## src/rtl/sha_pkg.sv

```systemverilog
// Shared types, constants and round functions of the SHA-256 byte hasher.
// Used by the hash memory, round core and top module under rtl; depends on nothing else.
package sha_pkg;

  typedef enum logic [2:0] {
    S_IDLE,
    S_PAD,
    S_HLOAD,
    S_ROUND,
    S_HSTORE,
    S_ORD,
    S_OLD
  } state_t;

  // Hash word memory access of the current cycle.
  typedef struct packed {
    logic [2:0]  rd_addr;
    logic        wr_en;
    logic [2:0]  wr_addr;
    logic [31:0] wr_data;
    logic        clear;
  } hash_ctl_t;

  // Round datapath operation of the current cycle.
  typedef struct packed {
    logic       load_h;
    logic       rotate;
    logic       round;
    logic       wt_load;
    logic       wt_from_mem;
    logic [5:0] rnd;
  } core_ctl_t;

  localparam logic [7:0] PAD_MARK       = 8'h80;
  localparam logic [5:0] LEN_START      = 6'd56;
  localparam logic [5:0] FILL_LAST      = 6'd63;
  localparam logic [5:0] ROUND_LAST     = 6'd63;
  localparam logic [5:0] HPASS_LAST     = 6'd8;
  localparam logic [5:0] HLOAD_BUF_RD   = 6'd7;
  localparam logic [5:0] SCHED_MEM_LAST = 6'd14;
  localparam logic [2:0] WORD_LAST      = 3'd7;

  localparam logic [31:0] HASH_IV [8] = '{
    32'h6a09e667, 32'hbb67ae85, 32'h3c6ef372, 32'ha54ff53a,
    32'h510e527f, 32'h9b05688c, 32'h1f83d9ab, 32'h5be0cd19
  };

  localparam logic [31:0] ROUND_K [64] = '{
    32'h428a2f98, 32'h71374491, 32'hb5c0fbcf, 32'he9b5dba5,
    32'h3956c25b, 32'h59f111f1, 32'h923f82a4, 32'hab1c5ed5,
    32'hd807aa98, 32'h12835b01, 32'h243185be, 32'h550c7dc3,
    32'h72be5d74, 32'h80deb1fe, 32'h9bdc06a7, 32'hc19bf174,
    32'he49b69c1, 32'hefbe4786, 32'h0fc19dc6, 32'h240ca1cc,
    32'h2de92c6f, 32'h4a7484aa, 32'h5cb0a9dc, 32'h76f988da,
    32'h983e5152, 32'ha831c66d, 32'hb00327c8, 32'hbf597fc7,
    32'hc6e00bf3, 32'hd5a79147, 32'h06ca6351, 32'h14292967,
    32'h27b70a85, 32'h2e1b2138, 32'h4d2c6dfc, 32'h53380d13,
    32'h650a7354, 32'h766a0abb, 32'h81c2c92e, 32'h92722c85,
    32'ha2bfe8a1, 32'ha81a664b, 32'hc24b8b70, 32'hc76c51a3,
    32'hd192e819, 32'hd6990624, 32'hf40e3585, 32'h106aa070,
    32'h19a4c116, 32'h1e376c08, 32'h2748774c, 32'h34b0bcb5,
    32'h391c0cb3, 32'h4ed8aa4a, 32'h5b9cca4f, 32'h682e6ff3,
    32'h748f82ee, 32'h78a5636f, 32'h84c87814, 32'h8cc70208,
    32'h90befffa, 32'ha4506ceb, 32'hbef9a3f7, 32'hc67178f2
  };

  function automatic logic [31:0] rotr(input logic [31:0] x, input int unsigned s);
    rotr = (x >> s) | (x << (32 - s));
  endfunction

  function automatic logic [31:0] big_sig0(input logic [31:0] x);
    big_sig0 = rotr(x, 2) ^ rotr(x, 13) ^ rotr(x, 22);
  endfunction

  function automatic logic [31:0] big_sig1(input logic [31:0] x);
    big_sig1 = rotr(x, 6) ^ rotr(x, 11) ^ rotr(x, 25);
  endfunction

  function automatic logic [31:0] small_sig0(input logic [31:0] x);
    small_sig0 = rotr(x, 7) ^ rotr(x, 18) ^ (x >> 3);
  endfunction

  function automatic logic [31:0] small_sig1(input logic [31:0] x);
    small_sig1 = rotr(x, 17) ^ rotr(x, 19) ^ (x >> 10);
  endfunction

endpackage

```

## src/rtl/sha_buf_mem.sv

```systemverilog
// Block buffer: 16 x 32-bit words, written one byte at a time, read a word.
// Big-endian lanes; depends on nothing but the clock.
module sha_buf_mem (
  input  logic        clk,
  input  logic        wr_en,
  input  logic [5:0]  wr_addr,
  input  logic [7:0]  wr_byte,
  input  logic [3:0]  rd_addr,
  output logic [31:0] rd_data
);

  logic [31:0] mem [16];

  // byte 0 of a word lands in the top lane
  always_ff @(posedge clk) begin
    if (wr_en) begin
      mem[wr_addr[5:2]][{~wr_addr[1:0], 3'b000} +: 8] <= wr_byte;
    end
    rd_data <= mem[rd_addr];
  end

endmodule

```

## src/rtl/sha_hash_mem.sv

```systemverilog
// Hash word memory: 8 x 32 bits, one read and one write port, registered read.
// Entries without a valid bit read as the initial hash values of sha_pkg.
module sha_hash_mem
  import sha_pkg::*;
(
  input  logic        clk,
  input  logic        rst,
  input  hash_ctl_t   ctl,
  output logic [31:0] rd_data
);

  logic [31:0] mem [8];
  logic [7:0]  vld;
  logic [31:0] mem_q;
  logic [2:0]  rd_addr_q;
  logic        rd_vld_q;

  always_ff @(posedge clk) begin
    if (ctl.wr_en) begin
      mem[ctl.wr_addr] <= ctl.wr_data;
    end
    mem_q     <= mem[ctl.rd_addr];
    rd_addr_q <= ctl.rd_addr;
  end

  always_ff @(posedge clk) begin
    if (rst) begin
      vld      <= '0;
      rd_vld_q <= 1'b0;
    end else begin
      rd_vld_q <= vld[ctl.rd_addr];
      if (ctl.clear) begin
        vld <= '0;
      end else if (ctl.wr_en) begin
        vld[ctl.wr_addr] <= 1'b1;
      end
    end
  end

  assign rd_data = rd_vld_q ? mem_q : HASH_IV[rd_addr_q];

endmodule

```

## src/rtl/sha_round_core.sv

```systemverilog
// Working variables, 16-word message schedule window and one round per cycle.
// Driven by core_ctl_t from sha_pkg; word data comes from the two memories.
module sha_round_core
  import sha_pkg::*;
(
  input  logic        clk,
  input  core_ctl_t   ctl,
  input  logic [31:0] hash_rdata,
  input  logic [31:0] buf_rdata,
  output logic [31:0] word_a
);

  logic [31:0] v [8];
  logic [31:0] w [16];
  logic [31:0] wt_q;
  logic [31:0] t1;
  logic [31:0] t2;
  logic [31:0] ch;
  logic [31:0] maj;
  logic [31:0] sched;

  assign ch    = (v[4] & v[5]) ^ (~v[4] & v[6]);
  assign maj   = (v[0] & v[1]) ^ (v[0] & v[2]) ^ (v[1] & v[2]);
  assign t1    = v[7] + big_sig1(v[4]) + ch + ROUND_K[ctl.rnd] + wt_q;
  assign t2    = big_sig0(v[0]) + maj;
  // next schedule word, loaded into wt_q ahead of the round that uses it
  assign sched = w[1] + small_sig0(w[2]) + w[10] + small_sig1(w[15]);

  always_ff @(posedge clk) begin
    if (ctl.load_h) begin
      v[0] <= hash_rdata;
      for (int i = 1; i < 8; i++) begin
        v[i] <= v[i-1];
      end
    end else if (ctl.rotate) begin
      for (int i = 0; i < 7; i++) begin
        v[i] <= v[i+1];
      end
      v[7] <= v[0];
    end else if (ctl.round) begin
      v[7] <= v[6];
      v[6] <= v[5];
      v[5] <= v[4];
      v[4] <= v[3] + t1;
      v[3] <= v[2];
      v[2] <= v[1];
      v[1] <= v[0];
      v[0] <= t1 + t2;
    end

    if (ctl.round) begin
      for (int i = 0; i < 15; i++) begin
        w[i] <= w[i+1];
      end
      w[15] <= wt_q;
    end

    if (ctl.wt_load) begin
      wt_q <= ctl.wt_from_mem ? buf_rdata : sched;
    end
  end

  assign word_a = v[0];

endmodule

```

## src/rtl/sha256_byte_stream_hasher.sv

```systemverilog
// SHA-256 hasher over a byte stream, one byte per input transfer.
// Bytes are taken while idle; each full 64-byte block then holds input off while the
// hash memory is loaded, the rounds run and the hash words are read, added and stored.
// End of message: pad bytes are written, each padding block is compressed, then 8 digest
// words go out via hash memory read and output register. Synchronous rst restores the
// initial hash values, zero fill and zero length; the block buffer is not cleared.
module sha256_byte_stream_hasher
  import sha_pkg::*;
(
  input  logic        clk,
  input  logic        rst,
  input  logic        in_valid,
  output logic        in_ready,
  input  logic [7:0]  data_byte,
  input  logic        byte_present,
  input  logic        end_of_message,
  output logic        out_valid,
  input  logic        out_ready,
  output logic [31:0] digest_word,
  output logic [2:0]  word_index,
  output logic        last_word
);

  state_t      state;
  state_t      state_next;
  logic [5:0]  cnt;
  logic [5:0]  fill;
  logic [60:0] byte_cnt;
  logic [2:0]  oidx;
  logic        pend_end;
  logic        padding;
  logic        first_pad;
  logic        long_pad;
  logic        second_blk;

  logic        in_xfer;
  logic [63:0] bit_len;
  logic [5:0]  start_pos;
  logic [7:0]  pad_byte;
  logic        buf_wr_en;
  logic [7:0]  buf_wr_byte;
  logic [3:0]  buf_rd_addr;
  logic [31:0] buf_rdata;
  logic [31:0] hash_rdata;
  logic [31:0] word_a;
  hash_ctl_t   hctl;
  core_ctl_t   cctl;

  assign in_xfer  = in_valid && in_ready;
  assign bit_len  = {byte_cnt, 3'b000};
  // where the 0x80 mark goes: just past the byte of this transfer, if any
  assign start_pos = (state == S_IDLE && byte_present) ? fill + 6'd1 : fill;

  // Pad byte: mark first, length in the last eight bytes of the final block, else zero.
  always_comb begin
    if (first_pad) begin
      pad_byte = PAD_MARK;
    end else if ((!long_pad || second_blk) && fill >= LEN_START) begin
      pad_byte = bit_len[{~fill[2:0], 3'b000} +: 8];
    end else begin
      pad_byte = 8'h00;
    end
  end

  assign buf_wr_en   = (in_xfer && byte_present) || state == S_PAD;
  assign buf_wr_byte = (state == S_PAD) ? pad_byte : data_byte;

  sha_buf_mem u_buf (
    .clk     (clk),
    .wr_en   (buf_wr_en),
    .wr_addr (fill),
    .wr_byte (buf_wr_byte),
    .rd_addr (buf_rd_addr),
    .rd_data (buf_rdata)
  );

  sha_hash_mem u_hash (
    .clk     (clk),
    .rst     (rst),
    .ctl     (hctl),
    .rd_data (hash_rdata)
  );

  sha_round_core u_core (
    .clk        (clk),
    .ctl        (cctl),
    .hash_rdata (hash_rdata),
    .buf_rdata  (buf_rdata),
    .word_a     (word_a)
  );

  // Next state
  always_comb begin
    state_next = state;
    unique case (state)
      S_IDLE: begin
        if (in_xfer) begin
          if (byte_present && fill == FILL_LAST) begin
            state_next = S_HLOAD;
          end else if (end_of_message) begin
            state_next = S_PAD;
          end
        end
      end
      S_PAD: begin
        if (fill == FILL_LAST) state_next = S_HLOAD;
      end
      S_HLOAD: begin
        if (cnt == HPASS_LAST) state_next = S_ROUND;
      end
      S_ROUND: begin
        if (cnt == ROUND_LAST) state_next = S_HSTORE;
      end
      S_HSTORE: begin
        if (cnt == HPASS_LAST) begin
          if (pend_end || (padding && long_pad && !second_blk)) begin
            state_next = S_PAD;
          end else if (padding) begin
            state_next = S_ORD;
          end else begin
            state_next = S_IDLE;
          end
        end
      end
      S_ORD: begin
        // read only once the output register is free by the next edge
        if (!out_valid || out_ready) state_next = S_OLD;
      end
      S_OLD: begin
        state_next = (oidx == WORD_LAST) ? S_IDLE : S_ORD;
      end
      default: state_next = S_IDLE;
    endcase
  end

  // Memory and datapath control
  always_comb begin
    in_ready         = (state == S_IDLE);
    hctl             = '0;
    cctl             = '0;
    cctl.rnd         = cnt;
    buf_rd_addr      = cnt[3:0] + 4'd2;
    hctl.wr_addr     = cnt[2:0] - 3'd1;
    hctl.wr_data     = hash_rdata + word_a;
    unique case (state)
      S_HLOAD: begin
        // fetch hash words last-first so they shift into place, then prime the schedule
        hctl.rd_addr     = ~cnt[2:0];
        buf_rd_addr      = cnt[3:0] - HLOAD_BUF_RD[3:0];
        cctl.load_h      = (cnt != 6'd0);
        cctl.wt_load     = (cnt == HPASS_LAST);
        cctl.wt_from_mem = 1'b1;
      end
      S_ROUND: begin
        cctl.round       = 1'b1;
        cctl.wt_load     = 1'b1;
        cctl.wt_from_mem = (cnt <= SCHED_MEM_LAST);
      end
      S_HSTORE: begin
        // read word i, add the working variable and write the sum back in the next cycle
        hctl.rd_addr = cnt[2:0];
        hctl.wr_en   = (cnt != 6'd0);
        cctl.rotate  = (cnt != 6'd0);
      end
      S_ORD: begin
        hctl.rd_addr = oidx;
      end
      S_OLD: begin
        hctl.clear = (oidx == WORD_LAST);
      end
      S_IDLE, S_PAD: begin
      end
      default: begin
      end
    endcase
  end

  // Control registers
  always_ff @(posedge clk) begin
    if (rst) begin
      state      <= S_IDLE;
      cnt        <= '0;
      fill       <= '0;
      byte_cnt   <= '0;
      oidx       <= '0;
      pend_end   <= 1'b0;
      padding    <= 1'b0;
      first_pad  <= 1'b0;
      long_pad   <= 1'b0;
      second_blk <= 1'b0;
    end else begin
      state <= state_next;
      cnt   <= (state_next != state) ? 6'd0 : cnt + 6'd1;

      // advance the byte pointer on every buffer write; it wraps at the block end
      if (buf_wr_en) fill <= fill + 6'd1;

      if (in_xfer && byte_present) byte_cnt <= byte_cnt + 61'd1;

      if (in_xfer) begin
        pend_end <= end_of_message && byte_present && fill == FILL_LAST;
      end else if (state == S_HSTORE && state_next == S_PAD) begin
        pend_end <= 1'b0;
      end

      if (state == S_PAD) first_pad <= 1'b0;

      if ((state == S_IDLE && state_next == S_PAD) ||
          (state == S_HSTORE && state_next == S_PAD && pend_end)) begin
        padding    <= 1'b1;
        first_pad  <= 1'b1;
        long_pad   <= (start_pos >= LEN_START);
        second_blk <= 1'b0;
      end else if (state == S_HSTORE && state_next == S_PAD) begin
        second_blk <= 1'b1;
      end

      if (state == S_OLD) begin
        oidx <= oidx + 3'd1;
        if (oidx == WORD_LAST) begin
          // drop the message state; hash memory clears its valid bits alongside
          byte_cnt   <= '0;
          padding    <= 1'b0;
          long_pad   <= 1'b0;
          second_blk <= 1'b0;
        end
      end
    end
  end

  // Output register: hold a digest word until its transfer
  always_ff @(posedge clk) begin
    if (rst) begin
      out_valid <= 1'b0;
    end else if (state == S_OLD) begin
      out_valid <= 1'b1;
    end else if (out_ready) begin
      out_valid <= 1'b0;
    end
  end

  always_ff @(posedge clk) begin
    if (state == S_OLD) begin
      digest_word <= hash_rdata;
      word_index  <= oidx;
      last_word   <= (oidx == WORD_LAST);
    end
  end

  a_out_free: assert property (@(posedge clk) disable iff (rst)
    state == S_OLD |-> !out_valid)
    else $error("digest word loaded over a pending word");

  a_hash_rw_apart: assert property (@(posedge clk) disable iff (rst)
    hctl.wr_en |-> hctl.wr_addr != hctl.rd_addr)
    else $error("hash memory read and write hit the same entry");

  a_rounds_done: assert property (@(posedge clk) disable iff (rst)
    (state == S_ROUND && cnt == ROUND_LAST) |=> state == S_HSTORE)
    else $error("round sequence did not end in the hash update");

  a_last_then_gap: assert property (@(posedge clk) disable iff (rst)
    (out_valid && out_ready && last_word) |=> !out_valid)
    else $error("digest word follows the final word at once");

  a_idle_clean: assert property (@(posedge clk) disable iff (rst)
    in_ready |-> !padding && !pend_end)
    else $error("input taken while padding is pending");

endmodule

```

## config.mk

```make
export PLATFORM = sky130hd
export DESIGN_NAME = sha256_byte_stream_hasher
export DESIGN_NICKNAME = d
export VERILOG_FILES = /design/src/rtl/sha_pkg.sv /design/src/rtl/sha_buf_mem.sv /design/src/rtl/sha_hash_mem.sv /design/src/rtl/sha_round_core.sv /design/src/rtl/sha256_byte_stream_hasher.sv
export SDC_FILE = /design/constraint.sdc
export NUM_CORES = 2
export LEC_CHECK = 0
export BUFFER_PORTS_ARGS = -buffer_cell sky130_fd_sc_hd__buf_4
export CAP_MARGIN = 20
export CORE_MARGIN = 2
export CORE_UTILIZATION = 30
export DETAILED_ROUTE_END_ITERATION = 7
export MAX_ROUTING_LAYER = met4
export SLEW_MARGIN = 20
export SYNTH_ARGS = -nofsm -noshare
export SYNTH_HDL_FRONTEND = slang
export SYNTH_SLANG_ARGS = --single-unit
```

## constraint.sdc

```tcl
create_clock -name clk -period 15.15 [get_ports clk]
set_clock_uncertainty 0.15 [all_clocks]
set_input_delay 0 -clock clk [delete_from_list [all_inputs] [get_ports clk]]
set_output_delay 0 -clock clk [all_outputs]
set_load 0.005 [all_outputs]
```

==> key figures <==
Detailed routing
  • DRT iter0 DRCs: 5551
  • Final wirelength: 227 mm
  • Vias/cell: 5.09
  • DRC viols: 0
  • Routed wire per std cell: 23.1 µm
  • TritonRoute pass-1 iters: 5
  • Vias: 50200
  • Post-route ant nets: 0

Worst setup path
  • CP required: 15580 ps
  • Reg2Reg Depth: 31
  • Crit-path slowest cell: ha_1
  • Worst R2R Start: cnt[1]
  • Setup crit start: cnt[1]
  • Flop2flop setup slack: 4900 ps
  • Crit path launch type: flip-flop
  • Crit path largest cell delay: 680 ps
  • CP endpoint kind: flip-flop
  • FF-to-FF End: u_core.v[0][30]
  • Most frequent CP cell: a21o_1
  • Crit path capture: u_core.v[0][30]
  • Critical path arrival: 10680 ps
  • CP max FO: 15
  • Worst setup path class: flip-flop to flip-flop

Floorplanning
  • # rows: 191
  • DIE WIDTH: 526 µm
  • Starting density of the core: 0.302
  • DIE AREA: 276000 µm²
  • I/O pin count: 52
  • Core Area: 271000 µm²
  • Die Y: 526 µm

Global routing
  • First-pass GRT wire length: 333 mm
  • Vias in the first global route: 49000
  • GRT overflow: 0
  • GRT Total Usage: 0.166
  • Initial antenna violation count: 6
  • Largest net degree at the start of global routing: 197

Synth
  • Distinct cells, synth: 101
  • Ys async rst share: 0
  • Gate Count Post-Synth: 6123
  • Number of synthesized flops with an enable pin: 1572
  • Ys flop type: edfxtp_1
  • Ys Warns: 0
  • Syn Nets: 6514
  • Number of register bits inferred by synthesis: 1733
  • Sequential share of the synthesized area: 0.617
  • Average cell area after synthesis: 13.3 µm²
  • Mapped Area: 81700 µm²

Power
  • Internal power: 8.81 mW
  • Peak supply drop: 106 µV
  • NetSw: 3.58 mW
  • Clock power frac: 0.366
  • Leakage: 31.7 nW
  • Comb power frac: 0.214
  • Fraction of power spent switching nets: 0.289
  • Seq pwr share: 0.421
  • Cell Pwr Density: 134 nW/µm²

Clocking
  • CTS root buffer: clkbuf_16
  • Max clock buf depth: 3
  • CTS Buf Count: 178
  • CTS Sinks: 1733
  • H-tree depth: 4
  • Reg clk slew, reported paths: 70 ps
  • Post-CTS resize count: 0
  • # Post-CTS Setup Buffers: 0
  • Clk_lat worst skew: 870 ps
  • Hold Buf Count CTS: 13
  • CTS tree: yes

STA
  • Final worst path period share: 0.677
  • Setup tns final: 0 ps
  • Post-route minimum period: 10250 ps
  • Final setup fails: 0
  • Fmax: 97.6 MHz
  • Final hold viol count: 0
  • Slew Limit Fails: 0
  • RSZ-0062 raised after global routing: no
  • Tightest Pin Transition: 1150 ps
  • Relative slew slack: 0.227

Final layout
  • Area growth syn-to-layout: 13.2%
  • Fin cells: 9858
  • Nets: 6525
  • Share of layout cells above drive strength 1: 0.124

Placement
  • Placed cells: 9510
  • Post-DP HPWL: 158 mm
  • Final GP Congestion: 0.919
  • PortBufs: 51

Hold path
  • HP Class: primary input to flip-flop

Job
  • Maxcap violations: 0

Outcome
  • Outcome: completed
critical path: cells and delay by family (launching register included):
kind / cells / cell delay [ps]
fa+ha+maj: 8 / 3640
flops: 1 / 500
buf+inv: 3 / 760
compound gates: 16 / 4070
xor+xnor: 2 / 370
simple gates: 2 / 450
registers in the layout, summed over array words and instances (netlist names), 3 cells and up:
signal            flops
u_core.v            256
oidx                  3
cnt                   6
digest_word          32
u_core.wt_q          32
fill                  6
u_hash.rd_addr_q      3
u_hash.vld            8
u_hash.mem_q         32
state                 3
u_hash.mem          256
u_buf.mem           512
u_buf.rd_data        32
byte_cnt             61
u_core.w            480
word_index            3
final cells by class:
| type | instances | area (µm²) |
|---|---|---|
| Clock inverter | 108 | 1330 |
| Antenna cell | 2 | 5.00 |
| Sequential cell | 1733 | 50400 |
| Timing Repair Buffer | 150 | 1210 |
| Multi-Input combinational cell | 3858 | 29400 |
| Inverter | 213 | 810 |
| Clock buffer | 224 | 4830 |
| Tap cell | 3570 | 4470 |
| Fill cell | 26100 | 178000 |
cells in the final DEF, fill, tap and decap left out, drive strengths merged, types with 24 or more instances in the layout:
cell type	count
edfxtp	1572
nand2	933
nor2	356
xnor2	331
o21ai	279
a21oi	242
nand3	240
clkbuf	224
inv	216
ha	189
fa	188
mux4	177
dfxtp	161
buf	137
xor2	111
mux2	98
clkinv	79
a21o	65
a22oi	58
nor3	53
nand2b	40
a211oi	39
nor2b	32
and3	31
or3	29
a31oi	28
o21bai	25
mux2i	24
o211ai	24
nand4	24
metal layers:
metal	vias to the layer above	wire (µm)	GRT usage
met5	-	0	-
met4	0	8520	0.0605
met3	368	14200	0.0224
met2	1846	107000	0.256
met1	25600	98000	0.222
li1	22400	-	-
power groups by stage:
stage	clock network (mW)	logic [mW]	registers [mW]
global placement	0	2.58	5.31
floorplan	0	1.96	5.30
detailed placement	0	2.60	5.31
global route	4.79	2.92	5.21
CTS	4.62	2.61	5.21
finish	4.53	2.65	5.21
metrics by stage:
step	hold WS [ps]	power (mW)	setup slack [ps]	util	instance area (µm²)
finish	194	12.4	4900	0.342	92500
global route	194	12.9	4250	0.342	92500
CTS	119	12.4	5030	0.341	92500
detailed placement	158	7.91	5140	0.318	86200
global placement	151	7.89	5240	0.318	86200
floorplan	1.88	7.26	6440	-	81700
logic make-up (layout without fill, tap and decap cells):
group	Yosys count	in the layout	share of synthesized area
compound gates	917	917	0.0708
xor+xnor	442	442	0.0474
fa+ha+maj	400	400	0.0779
buf+inv	532	695	0.0249
flops	1733	1733	0.617
mux	299	299	0.0653
other cells	0	2	0
simple gates	1800	1800	0.0962
worst min-delay path by stage:
| stage | startpoint | end | slack, ps | cells after the start |
|---|---|---|---|---|
| 3_3_place_gp | end_of_message | pend_end | 150 | 3 |
| 5_1_grt | byte_present | byte_cnt[0] | 190 | 5 |
| 4_1_cts | byte_present | byte_cnt[0] | 120 | 5 |
| 6_report | byte_present | byte_cnt[0] | 190 | 5 |
| 2_1_floorplan | end_of_message | pend_end | 2 | 2 |
| 3_5_place_dp | end_of_message | pend_end | 160 | 3 |
synth_stat cells, types with 161 or more instances:
master,count,area share
a21oi_1,241,0.015
clkbuf_1,269,0.012
dfxtp_1,161,0.039
edfxtp_1,1572,0.58
fa_1,188,0.046
ha_1,189,0.029
inv_1,207,0.0095
mux4_2,176,0.049
nand2_1,932,0.043
nand3_1,238,0.015
nor2_1,355,0.016
o21ai_0,269,0.016
xnor2_1,331,0.035
Power figures use the tool's default switching activity.
